<file path="config.mk">
export PLATFORM = sky130hd
export DESIGN_NAME = periodic_task_scheduler_unit
export DESIGN_NICKNAME = d
export VERILOG_FILES = /design/src/rtl/pts_pkg.sv /design/src/rtl/pts_ram.sv /design/src/rtl/pts_div.sv /design/src/rtl/periodic_task_scheduler_unit.sv
export SDC_FILE = /design/constraint.sdc
export NUM_CORES = 2
export LEC_CHECK = 0
export BUFFER_PORTS_ARGS = -buffer_cell sky130_fd_sc_hd__buf_2
export CAP_MARGIN = 20
export CELL_PAD_IN_SITES_DETAIL_PLACEMENT = 1
export CELL_PAD_IN_SITES_GLOBAL_PLACEMENT = 1
export CORE_MARGIN = 4
export CORE_UTILIZATION = 54
export CTS_CLUSTER_DIAMETER = 80
export DETAILED_ROUTE_END_ITERATION = 8
export MAX_ROUTING_LAYER = met4
export PLACE_DENSITY = 0.82
export SYNTH_ARGS = -nofsm -noshare
export SYNTH_HDL_FRONTEND = slang
export SYNTH_SLANG_ARGS = --single-unit
</file>
<file path="constraint.sdc">
create_clock -name clk_i -period 7 [get_ports clk_i]
set_clock_uncertainty 0.1 [all_clocks]
set_input_delay 0.35 -clock clk_i [delete_from_list [all_inputs] [get_ports clk_i]]
set_output_delay 0.35 -clock clk_i [all_outputs]
set_load 0.1 [all_outputs]
</file>
<file path="src/rtl/pts_pkg.sv">
// shared types, codes and defaults of the periodic task scheduler
`default_nettype none
package pts_pkg;

  // default table depth
  localparam int unsigned MAX_TASKS_DEF = 16;
  // firings per dispatch
  localparam int unsigned RESULT_LIMIT = 16;
  // tick length after reset
  localparam logic [15:0] TICK_RESET = 16'd10;

  // operation codes
  localparam logic [1:0] FUNC_ADD      = 2'd0;
  localparam logic [1:0] FUNC_DELETE   = 2'd1;
  localparam logic [1:0] FUNC_TICK     = 2'd2;
  localparam logic [1:0] FUNC_DISPATCH = 2'd3;

  // status codes
  localparam logic [1:0] ST_OK    = 2'd0;
  localparam logic [1:0] ST_FULL  = 2'd1;
  localparam logic [1:0] ST_BAD   = 2'd2;
  localparam logic [1:0] ST_NONE  = 2'd3;

  // one table slot as stored in memory
  typedef struct packed {
    logic [7:0]  handle;
    logic [31:0] countdown;
    logic [31:0] period;
    logic [7:0]  pending;
  } entry_t;

  // one result item
  typedef struct packed {
    logic [1:0] status;
    logic [3:0] idx;
    logic [7:0] handle;
  } res_t;

endpackage
`default_nettype wire

</file>
<file path="src/rtl/pts_ram.sv">
// generic single write port ram with registered read
`default_nettype none
module pts_ram #(
  parameter int unsigned Width = 8,
  parameter int unsigned Depth = 16
) (
  input  wire                      clk_i,
  input  wire                      we_i,
  input  wire  [$clog2(Depth)-1:0] waddr_i,
  input  wire  [Width-1:0]         wdata_i,
  input  wire  [$clog2(Depth)-1:0] raddr_i,
  output logic [Width-1:0]         rdata_o
);

  logic [Width-1:0] mem_q [Depth];

  // write port and registered read port
  always_ff @(posedge clk_i) begin
    if (we_i) begin
      mem_q[waddr_i] <= wdata_i;
    end
    rdata_o <= mem_q[raddr_i];
  end

endmodule
`default_nettype wire

</file>
<file path="src/rtl/pts_div.sv">
// radix-2 restoring divider, 32 by 16 bits, one quotient bit per cycle
`default_nettype none
module pts_div (
  input  wire         clk_i,
  input  wire         rst_ni,
  input  wire         start_i,
  input  wire  [31:0] dividend_i,
  input  wire  [15:0] divisor_i,
  output logic        busy_o,
  output logic        done_o,
  output logic [31:0] quot_o
);

  logic        busy_q;
  logic [5:0]  cnt_q;
  logic [31:0] quot_q;
  logic [15:0] rem_q;
  logic [15:0] dvs_q;
  logic        done_q;
  logic [16:0] trial;
  logic [16:0] diff;

  // shift in the next dividend bit and try a subtract
  assign trial = {rem_q, quot_q[31]};
  assign diff  = trial - {1'b0, dvs_q};

  always_ff @(posedge clk_i or negedge rst_ni) begin
    if (!rst_ni) begin
      busy_q <= 1'b0;
      cnt_q  <= '0;
      done_q <= 1'b0;
      quot_q <= '0;
      rem_q  <= '0;
      dvs_q  <= '0;
    end else begin
      done_q <= busy_q && (cnt_q == 6'd31);
      if (start_i && !busy_q) begin
        busy_q <= 1'b1;
        cnt_q  <= 6'd0;
        quot_q <= dividend_i;
        rem_q  <= '0;
        dvs_q  <= divisor_i;
      end else if (busy_q) begin
        if (!diff[16]) begin
          rem_q  <= diff[15:0];
          quot_q <= {quot_q[30:0], 1'b1};
        end else begin
          rem_q  <= trial[15:0];
          quot_q <= {quot_q[30:0], 1'b0};
        end
        cnt_q <= cnt_q + 6'd1;
        if (cnt_q == 6'd31) begin
          busy_q <= 1'b0;
        end
      end
    end
  end

  assign busy_o = busy_q;
  assign done_o = done_q;
  assign quot_o = quot_q;

endmodule
`default_nettype wire

</file>
<file path="src/rtl/periodic_task_scheduler_unit.sv">
// top level: slot table in memory, sequencer for add, delete, tick and dispatch
// add runs two divisions; delete shifts each later slot down, tick visits each occupied slot,
// dispatch examines slots in order and shifts out the one-shot slots that fire
// one command at a time; the divider and the read-modify-write of the slot memory set the pace
// reset clears the slot count, so no clearing pass of the memory is needed;
// the tick length returns to 10 and the output register empties
`default_nettype none
module periodic_task_scheduler_unit #(
  parameter int unsigned MaxTasks = pts_pkg::MAX_TASKS_DEF
) (
  input  wire         clk_i,
  input  wire         rst_ni,
  input  wire         cfg_we_i,
  input  wire  [15:0] cfg_wdata_i,
  input  wire         s_axis_tvalid,
  output logic        s_axis_tready,
  input  wire  [79:0] s_axis_tdata,  // delay_ms, period_ms, task_handle, slot, zero pad
  input  wire  [1:0]  s_axis_tuser,  // func
  output logic        m_axis_tvalid,
  input  wire         m_axis_tready,
  output logic [15:0] m_axis_tdata,  // slot_index, fired_handle, zero pad
  output logic [1:0]  m_axis_tuser,  // status
  output logic        m_axis_tlast
);

  localparam int unsigned IW = $clog2(MaxTasks);
  localparam int unsigned CW = $clog2(MaxTasks + 1);
  localparam int unsigned XW = (CW > 4) ? CW : 4;
  localparam int unsigned EW = $bits(pts_pkg::entry_t);

  typedef enum logic [3:0] {
    S_IDLE, S_DIVA, S_DIVA_W, S_DIVB, S_DIVB_W, S_SRD, S_SWR,
    S_TRD, S_TMOD, S_DRD, S_DMOD, S_DPUSH, S_EMIT
  } state_e;

  state_e          state_q;
  logic [15:0]     tick_q;
  logic [1:0]      func_q;
  logic [31:0]     delay_q;
  logic [31:0]     period_q;
  logic [7:0]      handle_q;
  logic [3:0]      slot_q;
  logic [31:0]     qdly_q;
  logic [CW-1:0]   cnt_q;
  logic [CW-1:0]   idx_q;
  logic [CW-1:0]   sh_q;
  logic [4:0]      n_q;
  logic            ret_disp_q;
  logic            per0_q;
  pts_pkg::res_t   res_q;
  pts_pkg::res_t   hold_q;
  logic            hold_v_q;
  pts_pkg::res_t   new_q;
  pts_pkg::res_t   out_q;
  logic            out_v_q;
  logic            out_last_q;

  logic            can_emit;
  logic            out_load;
  logic            ram_we;
  logic [IW-1:0]   ram_waddr;
  pts_pkg::entry_t ram_wdata;
  logic [IW-1:0]   ram_raddr;
  logic [EW-1:0]   ram_rdata;
  pts_pkg::entry_t rd_e;
  pts_pkg::entry_t tick_e;
  logic            div_start;
  logic [31:0]     div_dividend;
  logic [15:0]     div_divisor;
  logic            div_busy;
  logic            div_done;
  logic [31:0]     div_quot;
  logic [CW-1:0]   sh_next;

  assign can_emit = !out_v_q || m_axis_tready;
  assign rd_e     = pts_pkg::entry_t'(ram_rdata);
  assign sh_next  = sh_q + CW'(1);

  // output register takes a new result this cycle
  assign out_load = can_emit &&
                    ((state_q == S_EMIT) || (state_q == S_DPUSH && hold_v_q));

  // tick update of one slot
  always_comb begin
    tick_e = rd_e;
    if (rd_e.countdown != 32'd0) begin
      tick_e.countdown = rd_e.countdown - 32'd1;
    end else begin
      tick_e.countdown = rd_e.period;
      if (rd_e.pending != 8'hff) begin
        tick_e.pending = rd_e.pending + 8'd1;
      end
    end
  end

  // memory and divider controls per state
  always_comb begin
    ram_we       = 1'b0;
    ram_waddr    = idx_q[IW-1:0];
    ram_wdata    = rd_e;
    ram_raddr    = idx_q[IW-1:0];
    div_start    = 1'b0;
    div_dividend = delay_q;
    unique case (state_q)
      S_DIVA: div_start = 1'b1;
      S_DIVB: begin
        div_start    = 1'b1;
        div_dividend = period_q;
      end
      S_DIVB_W: begin
        ram_we    = div_done;
        ram_waddr = cnt_q[IW-1:0];
        ram_wdata = '{handle: handle_q, countdown: qdly_q, period: div_quot, pending: 8'd0};
      end
      S_SRD: ram_raddr = sh_next[IW-1:0];
      S_SWR: begin
        ram_we    = 1'b1;
        ram_waddr = sh_q[IW-1:0];
      end
      S_TMOD: begin
        ram_we    = 1'b1;
        ram_wdata = tick_e;
      end
      S_DMOD: begin
        ram_we            = (rd_e.pending != 8'd0);
        ram_wdata.pending = rd_e.pending - 8'd1;
      end
      default: ;
    endcase
  end

  assign div_divisor = (tick_q == 16'd0) ? 16'd1 : tick_q;

  pts_ram #(.Width(EW), .Depth(MaxTasks)) u_ram (
    .clk_i   (clk_i),
    .we_i    (ram_we),
    .waddr_i (ram_waddr),
    .wdata_i (ram_wdata),
    .raddr_i (ram_raddr),
    .rdata_o (ram_rdata)
  );

  pts_div u_div (
    .clk_i      (clk_i),
    .rst_ni     (rst_ni),
    .start_i    (div_start),
    .dividend_i (div_dividend),
    .divisor_i  (div_divisor),
    .busy_o     (div_busy),
    .done_o     (div_done),
    .quot_o     (div_quot)
  );

  // sequencer, slot count and output register
  always_ff @(posedge clk_i or negedge rst_ni) begin
    if (!rst_ni) begin
      state_q    <= S_IDLE;
      tick_q     <= pts_pkg::TICK_RESET;
      cnt_q      <= '0;
      out_v_q    <= 1'b0;
      hold_v_q   <= 1'b0;
      idx_q      <= '0;
      sh_q       <= '0;
      n_q        <= '0;
      ret_disp_q <= 1'b0;
      func_q     <= '0;
      delay_q    <= '0;
      period_q   <= '0;
      handle_q   <= '0;
      slot_q     <= '0;
      qdly_q     <= '0;
      per0_q     <= 1'b0;
      res_q      <= '0;
      hold_q     <= '0;
      new_q      <= '0;
      out_q      <= '0;
      out_last_q <= 1'b0;
    end else begin
      if (cfg_we_i) begin
        tick_q <= cfg_wdata_i;
      end
      if (out_load) begin
        out_v_q <= 1'b1;
      end else if (m_axis_tready) begin
        out_v_q <= 1'b0;
      end
      unique case (state_q)
        S_IDLE: begin
          if (s_axis_tvalid) begin
            func_q   <= s_axis_tuser;
            delay_q  <= s_axis_tdata[31:0];
            period_q <= s_axis_tdata[63:32];
            handle_q <= s_axis_tdata[71:64];
            slot_q   <= s_axis_tdata[75:72];
            idx_q    <= '0;
            n_q      <= '0;
            hold_v_q <= 1'b0;
            unique case (s_axis_tuser)
              pts_pkg::FUNC_ADD: begin
                if (cnt_q < CW'(MaxTasks)) begin
                  state_q <= S_DIVA;
                end else begin
                  res_q   <= '{status: pts_pkg::ST_FULL, idx: 4'd0, handle: 8'd0};
                  state_q <= S_EMIT;
                end
              end
              pts_pkg::FUNC_DELETE: begin
                if (XW'(s_axis_tdata[75:72]) < XW'(cnt_q)) begin
                  sh_q       <= CW'(s_axis_tdata[75:72]);
                  ret_disp_q <= 1'b0;
                  state_q    <= S_SRD;
                end else begin
                  res_q   <= '{status: pts_pkg::ST_BAD, idx: s_axis_tdata[75:72],
                               handle: 8'd0};
                  state_q <= S_EMIT;
                end
              end
              pts_pkg::FUNC_TICK:     state_q <= S_TRD;
              pts_pkg::FUNC_DISPATCH: state_q <= S_DRD;
              default:                state_q <= S_IDLE;
            endcase
          end
        end
        S_DIVA:   state_q <= S_DIVA_W;
        S_DIVA_W: begin
          if (div_done) begin
            qdly_q  <= div_quot;
            state_q <= S_DIVB;
          end
        end
        S_DIVB:   state_q <= S_DIVB_W;
        S_DIVB_W: begin
          if (div_done) begin
            cnt_q   <= cnt_q + CW'(1);
            res_q   <= '{status: pts_pkg::ST_OK, idx: 4'(cnt_q), handle: 8'd0};
            state_q <= S_EMIT;
          end
        end
        // shift later slots down by one
        S_SRD: begin
          if (sh_next < cnt_q) begin
            state_q <= S_SWR;
          end else begin
            cnt_q <= cnt_q - CW'(1);
            if (ret_disp_q) begin
              state_q <= S_DRD;
            end else begin
              res_q   <= '{status: pts_pkg::ST_OK, idx: slot_q, handle: 8'd0};
              state_q <= S_EMIT;
            end
          end
        end
        S_SWR: begin
          sh_q    <= sh_next;
          state_q <= S_SRD;
        end
        // tick walk
        S_TRD: begin
          if (idx_q < cnt_q) begin
            state_q <= S_TMOD;
          end else begin
            res_q   <= '{status: pts_pkg::ST_OK, idx: 4'd0, handle: 8'd0};
            state_q <= S_EMIT;
          end
        end
        S_TMOD: begin
          idx_q   <= idx_q + CW'(1);
          state_q <= S_TRD;
        end
        // dispatch walk, last firing held back until its successor is known
        S_DRD: begin
          if (idx_q < cnt_q && n_q < 5'(pts_pkg::RESULT_LIMIT)) begin
            state_q <= S_DMOD;
          end else begin
            res_q    <= hold_v_q ? hold_q
                      : pts_pkg::res_t'{status: pts_pkg::ST_NONE, idx: 4'd0, handle: 8'd0};
            hold_v_q <= 1'b0;
            state_q  <= S_EMIT;
          end
        end
        S_DMOD: begin
          if (rd_e.pending != 8'd0) begin
            new_q   <= '{status: pts_pkg::ST_OK, idx: 4'(idx_q), handle: rd_e.handle};
            per0_q  <= (rd_e.period == 32'd0);
            state_q <= S_DPUSH;
          end else begin
            idx_q   <= idx_q + CW'(1);
            state_q <= S_DRD;
          end
        end
        S_DPUSH: begin
          if (!hold_v_q || can_emit) begin
            if (hold_v_q) begin
              out_q      <= hold_q;
              out_last_q <= 1'b0;
            end
            hold_q   <= new_q;
            hold_v_q <= 1'b1;
            n_q      <= n_q + 5'd1;
            if (per0_q) begin
              sh_q       <= idx_q;
              ret_disp_q <= 1'b1;
              state_q    <= S_SRD;
            end else begin
              idx_q   <= idx_q + CW'(1);
              state_q <= S_DRD;
            end
          end
        end
        S_EMIT: begin
          if (can_emit) begin
            out_q      <= res_q;
            out_last_q <= 1'b1;
            state_q    <= S_IDLE;
          end
        end
        default: state_q <= S_IDLE;
      endcase
    end
  end

  assign s_axis_tready = (state_q == S_IDLE);
  assign m_axis_tvalid = out_v_q;
  assign m_axis_tdata  = {4'd0, out_q.handle, out_q.idx};
  assign m_axis_tuser  = out_q.status;
  assign m_axis_tlast  = out_last_q;

  // slot count never exceeds the table depth
  a_cnt_range: assert property (@(posedge clk_i) disable iff (!rst_ni)
    cnt_q <= CW'(MaxTasks)) else $error("slot count beyond table depth");

  // divider is idle whenever a new item can be taken
  a_div_idle: assert property (@(posedge clk_i) disable iff (!rst_ni)
    s_axis_tready |-> !div_busy) else $error("divider busy while idle");

  // a nothing-ready result carries no handle and ends its run
  a_none_res: assert property (@(posedge clk_i) disable iff (!rst_ni)
    (m_axis_tvalid && m_axis_tuser == pts_pkg::ST_NONE) |->
      (m_axis_tlast && m_axis_tdata == 16'd0)) else $error("bad nothing-ready result");

  // a held firing is only pending while a dispatch is in progress
  a_hold: assert property (@(posedge clk_i) disable iff (!rst_ni)
    hold_v_q |-> (func_q == pts_pkg::FUNC_DISPATCH && state_q != S_IDLE))
    else $error("held firing outside dispatch");

endmodule
`default_nettype wire

</file>
==> impl_metrics.ini <==
[clock_network]
cts_root_buf = sky130_fd_sc_hd__clkbuf_16
cts_max_level = 4
cts_tree = built
cts_made_buffers = 164
ctsLongestPathBuffers = 3
post_cts_buffers = 0
cts.sinks = 1637
clk_latency_ps = 790
worst_setup_hold_path_clk_slew_ps = 60

[sta]
relSlewSlack = 0.188
layout_min_cycle_time_ps = 5200
timing.fmax_mhz = 192
final_cycle_utilization_of_the_critical_path = 0.743
setup-tns-final_ps = 0
rsz0062_at_grt = no
tightestPinTransition_ps = 1220
slew_viol_final = 0
setup_viol = 0
final_number_of_hold_violating_endpoints = 0

[place]
port_bufs = 115
place.gp.congestion = 0.811
hpwlAfterDp_um = 96300
cell_total_after_placement = 5362

[global_route]
grt_start_max_net_pins = 145
gr-usage-all-layers = 0.297
grt_overflow_total = 0
grt_pass1_vias = 40189
grt_first_pass_wirelength_um = 270000
antenna_found_initial = 8

[yosys]
synth_warnings = 0
synth.top_cells.by_area = sky130_fd_sc_hd__edfxtp_1, sky130_fd_sc_hd__mux4_2, sky130_fd_sc_hd__dfrtp_1
synth.largest_area_cell = sky130_fd_sc_hd__edfxtp_1
mapped_cell_area_sq_um = 65600
synthesis.area_per_instance_sq_um = 17.5
ys_seq_elements = 1637
synth.top_cell.area_share = 0.586
ys_types = 80
post_synth_edffs = 1280
postSynth.topFlopCell = sky130_fd_sc_hd__edfxtp_1
synthArstFlopShare = 0.169
post-synth-top-count-cell = sky130_fd_sc_hd__edfxtp_1
yosys-top-cells-count = sky130_fd_sc_hd__edfxtp_1, sky130_fd_sc_hd__nand2_1, sky130_fd_sc_hd__mux4_2
synth_sequential_area_ratio = 0.716
post_synth_inst_count = 3742

[critical_path]
timing.critical_path.to_type = register
crit_path_max_fanout = 48
timing.reg2reg.worst_path_depth = 8
reg2reg_setup_slack_ps = 1800
worstPathRequired_ps = 7310
critPathLaunchType = register
critical_path.startpoint = state_q[3]
r2r_start = state_q[3]
worstPathArrival_ps = 5510
timing.setup.critical_path_class = register to register

[route]
detail_route.wl_per_cell_um = 31.4
drt.antenna.violating_nets = 0
avgViaCountPerCell = 6.47
via_count = 37440
totalWireLength_um = 182000
drtPass1Iterations = 6
first_iter_violations = 4412
remaining_drc_errors = 0

[floorplanning]
die_outline_area_sq_um = 127000
placement_rows = 127
fp.dieH_um = 357
design.core.area_sq_um = 120000
die_w_um = 357
design.portCount = 124
initial_core_util = 0.546

[power_and_ir_drop]
irDropWorstVdd_mv = 0.234
total_leakage_power_nw = 25.0
cellPowerDensity_nw_per_um2 = 256

[job]
max_cap_violations = 0

[finish]
drive_gt1_frac = 0.222
syn2layout_area_growth_pct = 14.6
fillers = 10347
finish.cell_count_without_fillers = 5790
num-nets-final = 4177
multi_input_combinational_cell_area_sq_um = 17900
area.sequential_sq_um = 47000

[hold_path]
timing.hold.worst.class = input pin to asynchronous set/reset pin

[outcome]
outcome = completed
[worst paths after layout]
check                                            to
worst max-delay path            u_ram.mem_q[10][13]
worst max register to register  u_ram.mem_q[10][13]
worst min-delay path                      tick_q[7]
min in group clk_i                       state_q[1]
max in group asynchronous               delay_q[22]
worst min register to register           hold_q[11]
[power breakdown]
group          total (mW)  leakage [nW]  internal [mW]  switching, mW
logic               0.175          9.18         0.0856         0.0897
registers            10.4          13.2           10.4         0.0118
clock network        8.72          2.62           5.01           3.71
[cell usage in the layout, fill, tap and decap left out, types with 80 or more instances in the layout]
master	instances
sky130_fd_sc_hd__buf_2	115
sky130_fd_sc_hd__clkbuf_16	170
sky130_fd_sc_hd__dfrtp_1	275
sky130_fd_sc_hd__dfxtp_1	80
sky130_fd_sc_hd__dlygate4sd3_1	110
sky130_fd_sc_hd__edfxtp_1	1280
sky130_fd_sc_hd__mux2_2	111
sky130_fd_sc_hd__mux2i_1	282
sky130_fd_sc_hd__mux4_2	320
sky130_fd_sc_hd__nand2_1	410
sky130_fd_sc_hd__nor2_1	80
sky130_fd_sc_hd__o21ai_0	126
[logic make-up after synthesis]
family          synth area share
flops                      0.716
mux                        0.172
simple gates              0.0426
compound gates            0.0382
buf+inv                   0.0155
xor+xnor                 0.00734
fa+ha+maj                0.00843
other cells            0.0000571
[area by class of cell]
cell class                 count  area share
timing repair buffer         317      0.0364
inverter                      56     0.00280
sequential                  1637       0.625
antenna                        7    0.000233
multi-input combinational   1855       0.238
tap                         1612      0.0268
clock buffer                 252      0.0645
clock inverter                54     0.00672
[repair_timing]
item	CTS	global route
resized for setup	0	0
hold endpoints to repair	179	0
hold buffers	110	0
[per-stage QoR]
step | cell area [sq um] | worst slack [ps] | power (mW) | hold slack (ps) | utilization
detailed placement | 68600 | 1860 | 10.7 | 274 | 0.570
global placement | 68600 | 2080 | 10.7 | 278 | 0.570
finish | 75200 | 1800 | 19.3 | 69.6 | 0.625
CTS | 75100 | 1750 | 19.4 | 32.9 | 0.624
floorplan | 65600 | 1080 | 10.6 | -45.6 | -
global route | 75200 | 1540 | 19.9 | 95.7 | 0.625
[routing by layer]
metal,vias up,track usage,part of all wire
li1,15269,-,-
met1,19857,0.394,0.39
met2,1980,0.476,0.50
met3,334,0.0544,0.084
met4,0,0.0912,0.027
met5,-,-,0
[worst max-delay path, cell delays in order, from the launching register on]
cell	delay [ps]
sky130_fd_sc_hd__dfrtp_1	720
sky130_fd_sc_hd__nand2b_1	360
sky130_fd_sc_hd__nor2_1	440
sky130_fd_sc_hd__o31a_1	900
sky130_fd_sc_hd__o21bai_1	270
sky130_fd_sc_hd__nor2b_1	210
sky130_fd_sc_hd__nand2b_1	280
sky130_fd_sc_hd__nor2_4	990
sky130_fd_sc_hd__buf_12	470
[flip-flops by register name, summed over array words and instances, names as in the netlist, 4 cells and up]
register	cells
state_q	4
n_q	5
u_div.dvs_q	16
qdly_q	32
slot_q	4
u_div.rem_q	16
sh_q	5
idx_q	5
tick_q	16
u_div.quot_o	32
period_q	32
hold_q	12
handle_q	8
delay_q	32
u_div.cnt_q	6
u_ram.rdata_o	80
cnt_q	5
new_q	12
u_ram.mem_q	1280
m_axis_tdata	12
res_q	14
Note: power is estimated with default switching activity, not from simulation.
